===== src/design/media_fanout_route_table_core_defines.svh =====
// Assertion macros for the route table core
`ifndef MEDIA_FANOUT_ROUTE_TABLE_CORE_DEFINES_SVH
`define MEDIA_FANOUT_ROUTE_TABLE_CORE_DEFINES_SVH
// implication checked every clock outside reset
`define MFRT_ASSERT_IMP(label, clk, rst, a, c, msg) \
   label: assert property (@(posedge clk) disable iff (rst) (a) |-> (c)) else $error(msg);
// next-cycle implication
`define MFRT_ASSERT_NEXT(label, clk, rst, a, c, msg) \
   label: assert property (@(posedge clk) disable iff (rst) (a) |=> (c)) else $error(msg);
`endif


===== src/design/mfrt_pkg.sv =====
// ----------------------------------------------------------------------------
// mfrt_pkg
// Types and constants shared by the route table core.
// ----------------------------------------------------------------------------
package mfrt_pkg;
   localparam int MAX_PEERS   = 64;
   localparam int MAX_STREAMS = 16;
   localparam int EP_W        = 6;
   localparam int ST_W        = 4;

   localparam logic [1:0] FUNC_REG_PUB  = 2'd0;
   localparam logic [1:0] FUNC_REG_SUB  = 2'd1;
   localparam logic [1:0] FUNC_FORGET   = 2'd2;
   localparam logic [1:0] FUNC_ROUTE    = 2'd3;

   localparam logic [1:0] ACT_NONE   = 2'd0;
   localparam logic [1:0] ACT_FANOUT = 2'd1;
   localparam logic [1:0] ACT_TO_PUB = 2'd2;

   localparam logic [1:0] ROLE_UNKNOWN = 2'd0;
   localparam logic [1:0] ROLE_PUB     = 2'd1;
   localparam logic [1:0] ROLE_SUB     = 2'd2;

   typedef struct packed {
      logic [1:0]  func;
      logic [5:0]  endpoint;
      logic [3:0]  stream;
      logic [15:0] session_tag;
      logic        pkt_kind;
      logic        packet_unprotected;
      logic [31:0] ssrc;
      logic [7:0]  pt_code;
   } req_type;

   typedef struct packed {
      logic [1:0]  action;
      logic        peer_hit;
      logic        has_target;
      logic [5:0]  target_endpoint;
      logic [1:0]  source_role;
      logic [3:0]  source_stream;
      logic [15:0] source_session;
      logic        out_kind;
      logic [31:0] out_ssrc;
      logic [7:0]  out_pt_code;
      logic        last;
   } rsp_type;

   // peer memory word
   typedef struct packed {
      logic        is_sub;
      logic [3:0]  stream;
      logic [15:0] session;
   } peer_type;

   // stream memory word
   typedef struct packed {
      logic        pub_valid;
      logic [5:0]  pub_ep;
      logic [63:0] sub_mask;
   } strm_type;
endpackage


===== src/design/media_fanout_route_table_core.sv =====
// A protected packet or unknown sender is answered from the peer read in
// S_RD1, a subscriber packet from the stream read in S_RD2, and a publisher
// packet by fanout results from S_SCAN (one target a cycle). Register passes
// through S_RD1, S_RD2 and S_WR; forget through S_RD1 and S_RD2.
// Reset clears peer valid flags and stream init flags; no clearing pass.
// Results cannot be stalled by the receiver.
// ----------------------------------------------------------------------------
// media_fanout_route_table_core
// Peer/stream table with read-modify-write sequencer and fanout scanner.
// ----------------------------------------------------------------------------
`include "media_fanout_route_table_core_defines.svh"
module media_fanout_route_table_core (
   input  logic              clock,
   input  logic              reset,
   input  logic              start,
   output logic              busy,
   input  mfrt_pkg::req_type req_data,
   output logic              rsp_valid,
   output mfrt_pkg::rsp_type rsp_data
);
   import mfrt_pkg::*;

   localparam logic [2:0] S_IDLE = 3'd0;
   localparam logic [2:0] S_RD1  = 3'd1;  // peer read returns
   localparam logic [2:0] S_RD2  = 3'd2;  // stream read returns
   localparam logic [2:0] S_WR   = 3'd3;  // second stream update
   localparam logic [2:0] S_SCAN = 3'd4;

   logic [2:0] state_ff, state_in;
   req_type    req_ff;
   peer_type   peer_ff;
   logic       pvalid_ff;
   logic [63:0] mask_ff, mask_in;

   logic       p_rvalid;
   peer_type   p_rdata;
   logic       p_we, p_wv;
   peer_type   p_wd;
   logic [3:0] s_raddr, s_waddr;
   strm_type   s_rdata, s_wd;
   logic       s_we;
   logic       rsp_valid_in;
   rsp_type    rsp_in;

   mfrt_peer_mem u_peer (
      .clock, .reset, .rd_addr(req_data.endpoint), .rd_valid(p_rvalid),
      .rd_data(p_rdata), .wr_en(p_we), .wr_addr(req_ff.endpoint),
      .wr_valid(p_wv), .wr_data(p_wd));

   mfrt_stream_mem u_strm (
      .clock, .reset, .rd_addr(s_raddr), .rd_data(s_rdata), .wr_en(s_we),
      .wr_addr(s_waddr), .wr_data(s_wd));

   assign busy = (state_ff != S_IDLE);

   // lowest set bit of mask
   logic [5:0] low_idx;
   logic       low_any;
   always_comb begin
      low_idx = '0;
      low_any = 1'b0;
      for (int i = MAX_PEERS - 1; i >= 0; i--) begin
         if (mask_ff[i]) begin
            low_idx = 6'(i);
            low_any = 1'b1;
         end
      end
   end

   always_comb begin
      state_in     = state_ff;
      mask_in      = mask_ff;
      p_we         = 1'b0;
      p_wv         = 1'b0;
      p_wd         = '0;
      s_raddr      = peer_ff.stream;
      s_we         = 1'b0;
      s_waddr      = peer_ff.stream;
      s_wd         = s_rdata;
      rsp_valid_in = 1'b0;
      rsp_in       = '0;
      rsp_in.out_kind         = req_ff.pkt_kind;
      rsp_in.out_ssrc         = req_ff.ssrc;
      rsp_in.out_pt_code      = req_ff.pt_code;
      rsp_in.last             = 1'b1;
      rsp_in.peer_hit         = 1'b1;
      rsp_in.source_role      = peer_ff.is_sub ? ROLE_SUB : ROLE_PUB;
      rsp_in.source_stream    = peer_ff.stream;
      rsp_in.source_session   = peer_ff.session;
      unique case (state_ff)
         S_IDLE: begin
            if (start) state_in = S_RD1;
         end
         S_RD1: begin
            // read old stream row (or route stream)
            s_raddr = p_rdata.stream;
            if (req_ff.func == FUNC_ROUTE &&
                  (!req_ff.packet_unprotected || !p_rvalid)) begin
               rsp_valid_in = 1'b1;
               rsp_in.peer_hit       = 1'b0;
               rsp_in.source_role    = ROLE_UNKNOWN;
               rsp_in.source_stream  = '0;
               rsp_in.source_session = '0;
               rsp_in.action         = ACT_NONE;
               state_in = S_IDLE;
            end else begin
               state_in = S_RD2;
            end
         end
         S_RD2: begin
            // old stream row is in s_rdata
            s_raddr = req_ff.stream;
            if (req_ff.func == FUNC_ROUTE) begin
               if (!peer_ff.is_sub) begin
                  mask_in  = s_rdata.sub_mask & ~(64'd1 << req_ff.endpoint);
                  state_in = S_SCAN;
               end else begin
                  rsp_valid_in = 1'b1;
                  rsp_in.action = req_ff.pkt_kind ? ACT_TO_PUB : ACT_NONE;
                  if (req_ff.pkt_kind && s_rdata.pub_valid &&
                        s_rdata.pub_ep != req_ff.endpoint) begin
                     rsp_in.has_target      = 1'b1;
                     rsp_in.target_endpoint = s_rdata.pub_ep;
                  end
                  state_in = S_IDLE;
               end
            end else begin
               if (pvalid_ff) begin
                  s_we = 1'b1;
                  if (peer_ff.is_sub)
                     s_wd.sub_mask = s_rdata.sub_mask & ~(64'd1 << req_ff.endpoint);
                  else if (s_rdata.pub_ep == req_ff.endpoint)
                     s_wd.pub_valid = 1'b0;
               end
               p_we = 1'b1;
               p_wv = 1'b0;
               state_in = (req_ff.func == FUNC_FORGET) ? S_IDLE : S_WR;
            end
         end
         S_WR: begin
            // new stream row; forward the write just done if same stream
            s_waddr = req_ff.stream;
            s_we    = 1'b1;
            p_we    = 1'b1;
            p_wv    = 1'b1;
            p_wd.is_sub  = (req_ff.func == FUNC_REG_SUB);
            p_wd.stream  = req_ff.stream;
            p_wd.session = req_ff.session_tag;
            if (req_ff.func == FUNC_REG_PUB) begin
               s_wd.pub_valid = 1'b1;
               s_wd.pub_ep    = req_ff.endpoint;
            end else begin
               s_wd.sub_mask = s_rdata.sub_mask | (64'd1 << req_ff.endpoint);
            end
            if (pvalid_ff && peer_ff.stream == req_ff.stream) begin
               if (peer_ff.is_sub) begin
                  s_wd.sub_mask = (s_rdata.sub_mask & ~(64'd1 << req_ff.endpoint))
                     | ((req_ff.func == FUNC_REG_SUB) ? (64'd1 << req_ff.endpoint) : '0);
               end else if (req_ff.func == FUNC_REG_SUB &&
                     s_rdata.pub_ep == req_ff.endpoint) begin
                  s_wd.pub_valid = 1'b0;
               end
            end
            state_in = S_IDLE;
         end
         S_SCAN: begin
            rsp_valid_in = 1'b1;
            rsp_in.action = ACT_FANOUT;
            rsp_in.has_target = low_any;
            rsp_in.target_endpoint = low_idx;
            mask_in = mask_ff & ~(64'd1 << low_idx);
            rsp_in.last = ((mask_ff & ~(64'd1 << low_idx)) == '0);
            if (rsp_in.last) state_in = S_IDLE;
         end
         default: state_in = S_IDLE;
      endcase
   end

   always_ff @(posedge clock) begin
      if (reset) begin
         state_ff  <= S_IDLE;
         rsp_valid <= 1'b0;
      end else begin
         state_ff  <= state_in;
         rsp_valid <= rsp_valid_in;
      end
   end

   always_ff @(posedge clock) begin
      if (state_ff == S_IDLE && start) req_ff <= req_data;
      if (state_ff == S_RD1) begin
         peer_ff   <= p_rdata;
         pvalid_ff <= p_rvalid;
      end
      mask_ff  <= mask_in;
      rsp_data <= rsp_in;
   end

   `MFRT_ASSERT_IMP(a_no_start_busy, clock, reset, busy, state_ff != S_IDLE, "busy mismatch")
   `MFRT_ASSERT_IMP(a_rsp_more, clock, reset, rsp_valid && !rsp_data.last, busy, "rsp")
   `MFRT_ASSERT_NEXT(a_start_busy, clock, reset, start && !busy, busy, "start not taken")
   `MFRT_ASSERT_IMP(a_scan_ep, clock, reset, state_ff == S_SCAN, !peer_ff.is_sub, "scan sub")
endmodule


===== src/design/mfrt_peer_mem.sv =====
// ----------------------------------------------------------------------------
// mfrt_peer_mem
// Peer table: valid flags in flops, entry payload in a synchronous memory.
// ----------------------------------------------------------------------------
module mfrt_peer_mem (
   input  logic                       clock,
   input  logic                       reset,
   input  logic [mfrt_pkg::EP_W-1:0]  rd_addr,
   output logic                       rd_valid,
   output mfrt_pkg::peer_type         rd_data,
   input  logic                       wr_en,
   input  logic [mfrt_pkg::EP_W-1:0]  wr_addr,
   input  logic                       wr_valid,
   input  mfrt_pkg::peer_type         wr_data
);
   import mfrt_pkg::*;

   peer_type   mem [MAX_PEERS];
   logic [MAX_PEERS-1:0] valid_ff;

   always_ff @(posedge clock) begin
      if (wr_en && wr_valid) mem[wr_addr] <= wr_data;
      rd_data  <= mem[rd_addr];
      rd_valid <= valid_ff[rd_addr];
   end

   always_ff @(posedge clock) begin
      if (reset) begin
         valid_ff <= '0;
      end else if (wr_en) begin
         valid_ff[wr_addr] <= wr_valid;
      end
   end
endmodule


===== src/design/mfrt_stream_mem.sv =====
// ----------------------------------------------------------------------------
// mfrt_stream_mem
// Per-stream publisher slot and subscriber mask, synchronous memory.
// ----------------------------------------------------------------------------
module mfrt_stream_mem (
   input  logic                       clock,
   input  logic                       reset,
   input  logic [mfrt_pkg::ST_W-1:0]  rd_addr,
   output mfrt_pkg::strm_type         rd_data,
   input  logic                       wr_en,
   input  logic [mfrt_pkg::ST_W-1:0]  wr_addr,
   input  mfrt_pkg::strm_type         wr_data
);
   import mfrt_pkg::*;

   strm_type mem [MAX_STREAMS];
   logic [MAX_STREAMS-1:0] init_ff;
   strm_type raw_ff;
   logic     init_rd_ff;

   always_ff @(posedge clock) begin
      if (wr_en) mem[wr_addr] <= wr_data;
      raw_ff <= mem[rd_addr];
   end

   always_ff @(posedge clock) begin
      if (reset) begin
         init_ff    <= '0;
         init_rd_ff <= 1'b0;
      end else begin
         init_rd_ff <= init_ff[rd_addr];
         if (wr_en) init_ff[wr_addr] <= 1'b1;
      end
   end

   // unwritten rows read as empty
   assign rd_data = init_rd_ff ? raw_ff : '0;
endmodule

===== config.mk =====
export PLATFORM = sky130hd
export DESIGN_NAME = media_fanout_route_table_core
export DESIGN_NICKNAME = d
export VERILOG_FILES = /design/src/design/mfrt_pkg.sv /design/src/design/media_fanout_route_table_core.sv /design/src/design/mfrt_peer_mem.sv /design/src/design/mfrt_stream_mem.sv
export VERILOG_INCLUDE_DIRS = /design/src /design/src/design
export SDC_FILE = /design/constraint.sdc
export NUM_CORES = 2
export LEC_CHECK = 0
export BUFFER_PORTS_ARGS = -buffer_cell sky130_fd_sc_hd__clkbuf_2
export CAP_MARGIN = 10
export CORE_MARGIN = 5
export CORE_UTILIZATION = 56
export DETAILED_ROUTE_END_ITERATION = 12
export GPL_TIMING_DRIVEN = 0
export MAX_ROUTING_LAYER = met4
export PLACE_DENSITY_LB_ADDON = 0.08
export SLEW_MARGIN = 20
export SYNTH_ARGS = -nofsm -noshare
export SYNTH_HDL_FRONTEND = slang
export SYNTH_HIERARCHICAL = 1
export SYNTH_SLANG_ARGS = --single-unit

===== constraint.sdc =====
create_clock -name clock -period 11.7 [get_ports clock]
set_input_delay 1.755 -clock clock [delete_from_list [all_inputs] [get_ports clock]]
set_output_delay 1.755 -clock clock [all_outputs]
set_load 0.01 [all_outputs]

Yosys cells after proc, flatten, opt, wreduce, memory -nomap -nowiden
Memories as Yosys holds them, arrays and structs flattened. A register that Yosys moved wholly into a read port is not among the register bits.
Index checks and enable logic that the tools add are counted.
{ "totals": {"register_bits": 316, "ramBits": 2480, "out_inout_bits": 76, "elab_cells": 275, "mem_count": 2} }
{ "memory_table": {"columns": ["memory", "depth", "word_bits", "rd", "rd_clocked_by_memory_dff", "write_ports", "line_no", "source"], "rows": [
  ["u_peer.mem", 64, 21, 1, 1, 1, "mfrt_peer_mem.sv:18", "peer_type mem [MAX_PEERS];"],
  ["u_strm.mem", 16, 71, 1, 1, 1, "mfrt_stream_mem.sv:16", "strm_type mem [MAX_STREAMS];"]
]} }
{ "op_classes": {"magnitude_cmp": 6, "eq_ne": 14, "shifts": 2, "mux": 195, "bitwise": 7, "n_reduce_logical": 19} }
{ "ops": {"columns": ["cell", "n"], "rows": [
  ["$mux 64", 9],
  ["$mux 6", 65],
  ["$pmux 64 s2", 2],
  ["$and 64x64->64", 2],
  ["$not 64->64", 2],
  ["$or 64x64->64", 2],
  ["$shl 1x6->64 const A", 2],
  ["$mux 1", 87],
  ["$mux 71", 1],
  ["$bwmux 64", 1],
  ["$logic_not 64->1", 1],
  ["$mux 22", 2],
  ["$mux 7", 4],
  ["$mux 21", 1],
  ["$or 16x16->16", 1],
  ["$lt 6x7->1 const B", 2],
  ["$pmux 7 s2", 1],
  ["$mux 2", 6],
  ["$mux 3", 4],
  ["$pmux 3 s4", 1],
  ["$lt 4x5->1 const B", 2],
  ["$logic_and 1x1->1", 9],
  ["$ne 2x2->1 const B", 4],
  ["$pmux 4 s2", 1],
  ["other kinds (26)", 31]
]} }

Longest topological paths before layout
{ "logic_depth": {"word_depth": 70, "mapped_depth": 13} }

By module
Netlist, hierarchy kept.
{ "modules_own_cells": {"columns": ["mod", "n_inst", "cells_per_inst", "area_per_inst_um2", "seq_area_each_um2"], "rows": [
  ["mfrt_peer_mem", 1, 2573, 54887.6, 42080.4],
  ["mfrt_stream_mem", 1, 1898, 44908.1, 35874.4],
  ["media_fanout_route_table_core", 1, 1314, 12619.6, 6246.0]
]} }

Least setup slack after synthesis
Ideal clock, no wire load.
{ "synth_path": {"path_type": "register to register", "startpoint": "reg state_ff[1]", "endpoint": "mem u_strm/mem[12][0] in the netlist's numbering (enable)", "setup_ns": 0.590, "t_arrival_ns": 7.830, "required_time_ns": 11.110, "setup_slack_ns": 3.280, "path_stages_with_launch": 8, "path_buffers": 1, "period_less_slack_ns": 8.420, "cell_sequence": "dfxtp_1 -> nor2b_1 -> nand2_1 -> clkbuf_1 -> nor2_1 -> a21o_1 -> nand3_1 -> nor3_1"} }
{ "synth_via": {"word_cells_on_any_way": 6} }
{ "synth_rtl": {"columns": ["item", "line_no", "source"], "rows": [
  ["from (decl)", "media_fanout_route_table_core.sv:29", "logic [2:0] state_ff, state_in;"],
  ["from (signal assigned)", "media_fanout_route_table_core.sv:184", "state_ff <= state_in;"],
  ["$eq 3x2->1", "media_fanout_route_table_core.sv:90", "unique case (state_ff)"],
  ["$mux 4", "media_fanout_route_table_core.sv:90", null],
  ["net s_waddr[3]", "media_fanout_route_table_core.sv:39", "logic [3:0] s_raddr, s_waddr;"],
  ["to (decl)", "mfrt_stream_mem.sv:16", null]
]} }
The timed path passes the listed nets, and every way through them passes these cells.

Final worst setup path
{ "layout_path": {"startpoint": "reg state_ff[1]", "endpoint": "mem u_peer/mem[12][6] in the netlist's numbering (enable)"} }
{ "layout_via": {"elab_chain_cells": 5, "word_cells_on_any_way": 7} }
{ "layout_rtl": {"columns": ["item", "line_no", "source"], "rows": [
  ["$eq 3x2->1", "media_fanout_route_table_core.sv:90", null],
  ["$mux 1", null, null],
  ["net p_wv", "media_fanout_route_table_core.sv:37", "logic p_we, p_wv;"],
  ["$logic_and 1x1->1", "mfrt_peer_mem.sv:22", "if (wr_en && wr_valid) mem[wr_addr] <= wr_data;"],
  ["$mux 1", "mfrt_peer_mem.sv:22", null],
  ["$mux 1 (implied by the code)", "mfrt_peer_mem.sv:22", null],
  ["to (decl)", "mfrt_peer_mem.sv:18", null]
]} }
The timed path passes the listed nets, and every way through them passes these cells.

==> results.md <==
* Status: finished, final reports clean
* Fmax achieved at 188 MHz
* Max_slew headroom at 23.1%
* Clock transition at path regs at around 0.06 ns
* Largest net degree at the start of global routing at 65
* Post-route minimum period at 5.32 ns
* Placed cells at ~9k
* Max Slew Vio Count at 0
* # Max-Cap Violations at 0
* Max rail drop VDD at around 180 uV
* Post-Syn Nets at 5,858
* Root Driver: clkbuf_16
* DP HPWL at 210,000 um
* Vias in the first global route at 61.1k
* Core ar. at about 200,000 um^2
* Syn Inst Count at 5,785
* Mapped Area at 112,000 um^2
* Synth warn at 6
* Final Instance Area at 129,000 um^2
* CTS Buf Count at approximately 300
* CTS tree: built
* CTS resizes at 0
* Hold path cells at 0
* Req. time, crit path at 12.25 ns
* Fin cells at 9,323
* Die height at between 400 and 500 um
* Post-synth top area share at 70.4%
* Skew-Pair Late Insertion Delay at 0.96 ns
* Layout area overhead at 15.1%
* Worst Setup End Kind: flop
* # rows at 164
* Setup bufs post-CTS at 0
* Worst endpoint data arrival time at approximately 6 ns
* Post-route DRC at 0
* Crit path max fanout at 21
* Vias post-DR at 61.0k
* Hold path endpoint: rsp_data[10]
* LEAKAGE at 37.3 nW
* WL per Instance at 32.9 um
* Initial antenna violation count at 14
* Layout Nets at 6,511
* Share of cells above drive strength 1 at 25.9%
* Hold/Removal Path Class: flop to flop
* Bufs on Longest Clock Path at 4
* GP Congestion at 0.981
* Synth area leaders: edfxtp_1 (70%), mux4_2 (13%), dfxtp_1 (4.5%), mux2i_1 (1.2%), o21ai_0 (1.0%)
* Chip width at about 460 um
* Most frequent cell after synthesis: edfxtp_1
* DRT antenna net count at 0
* Flop2flop setup slack at 6.38 ns
* Final hold vios at 0
* Final wirelength at 307,000 um
* Area leader, netlist: edfxtp_1
* Initial core utilization at 56.3%
* Post-synth EDFFs at 2,636
* Start point of the critical path: state_ff[1]
* Port bufs at 148
* # clock sinks at 2,888
* H-tree Lvls at 5
* PwrDens at 166 nW/um^2
* First-pass GRT wire length at 440,000 um
* Vias per std cell at 6.54
* Reg-to-Reg Start: state_ff[1]
* R2R depth at 9
* Placed cell areas at 120,000 um^2
* IO Count at 149
* Sequential fraction of the synthesis area at 74.9%
* Post-synth top flop: edfxtp_1
* Worst Skew at 0.0637 ns
* RSZ-0062 raised after global routing: false
* Die Area at 210,000 um^2
* Crit share post-route at 45.4%
* Synth unique cells at 87
* CTS Hold Bufs at 0
* Synthesized flop and latch total at 2,888
* Grt total ovfl at 0
* GRT Total Usage at a little under a third
* Commonest cells in the netlist: edfxtp_1 (2,636), mux4_2 (644), dfxtp_1 (252)
* Fillers at 13.5k
* Crit path kind: flop to flop
* Hold path start: req_ff[9]
* Worst Max-Slew Pin Slew at ~1.1 ns
* Final setup viols at 0
* CP startpoint kind: flop
* Drt first pass iters at 7
* DRT iter0 DRCs at 7,570
* Ys async rst share at 0%
* Syn avg cell area at 19.4 um^2
* R2r endpoint: u_peer/mem[12][6]
-- worst max-delay path, cell delays in order (launching register included) --
cell	delay, ns
dfxtp_1	0.46
nor2b_1	0.37
nand2_1	0.59
inv_1	0.23
clkbuf_1	0.74
buf_2	0.38
clkinv_1	0.45
nor2_1	0.66
nand2_1	0.17
inv_1	0.85
-- how the worst max path moves through the flow --
stage                             end  slack, ns
floorplan           u_strm/mem[12][0]       3.28
global placement    u_strm/mem[8][11]      -6.16
detailed placement   u_strm/mem[4][9]       6.54
CTS                 u_strm/mem[4][11]       6.51
global route        u_peer/mem[25][4]       6.27
finish              u_peer/mem[12][6]       6.38
-- cell families (layout without fill, tap and decap cells) --
logic type | after synthesis | count (layout) | share of synthesized area (%)
XOR/XNOR | 7 | 7 | 0.0545
AND/OR/NAND/NOR | 815 | 815 | 3.60
flip-flops | 2888 | 2888 | 74.9
buffers and inverters | 425 | 1293 | 1.80
AO/OA/AOI/OAI | 854 | 854 | 5.28
adder cells (fa/ha/maj) | 1 | 1 | 0.00890
other | 0 | 14 | 0
multiplexers | 795 | 795 | 14.4
-- routing by layer --
metal	part of all wire, %	global-route usage, %	vias to the layer above	wire, um
li1	-	-	25200	-
met1	39	40.0	32300	119000
met2	50	48.0	2823	152000
met3	7.3	4.47	653	22500
met4	4.2	11.2	0	13000
met5	0	-	-	0
-- registers in the layout (all words and copies together) (netlist names), 21 cells and up --
signal / flops
mask_ff: 64
u_peer/valid_ff: 64
rsp_data: 74
u_peer/rd_data: 21
req_ff: 70
peer_ff: 21
u_strm/mem: 1136
u_strm/raw_ff: 71
u_peer/mem: 1344
-- cell type report --
type                            count  area, um^2  area share [%]
Antenna cell                       14        35.0          0.0271
Clock buffer                      403        8400            6.50
Buffer                            343        1720            1.33
Inverter                           82         308           0.238
Sequential cell                  2888       84200            65.1
Timing Repair Buffer              345        3580            2.77
Multi-Input combinational cell   2472       26900            20.8
Tap cell                         2656        3320            2.57
Clock inverter                    120         872           0.674
-- per-stage QoR --
step | util (%) | worst slack [ns] | hold slack [ns] | total power, mW | setup TNS (ns)
floorplan | - | 3.28 | 0.323 | 12.2 | 0
global placement | 58.3 | -6.16 | 0.324 | 12.6 | -2177.87
detailed placement | 60.1 | 6.54 | 0.327 | 12.7 | 0
CTS | 64.8 | 6.51 | 0.340 | 21.7 | 0
global route | 64.8 | 6.27 | 0.344 | 22.2 | 0
finish | 64.8 | 6.38 | 0.339 | 21.5 | 0
-- placed cells by master, fill, tap and decap left out, types with 110 or more instances in the layout --
cell type / instances
buf_4: 121
a21oi_1: 110
clkbuf_16: 316
nor2_1: 177
edfxtp_1: 2636
o21ai_0: 233
clkbuf_1: 264
nand2_1: 211
clkbuf_2: 151
mux4_2: 644
dfxtp_1: 252
mux2i_1: 130
-- power breakdown --
| part | switching [mW] | total [mW] | internal, mW |
|---|---|---|---|
| sequential | 0.0569 | 11.3 | 11.2 |
| clock | 3.79 | 9.07 | 5.27 |
| combinational | 0.722 | 1.17 | 0.448 |
Power figures use the tool's default switching activity.
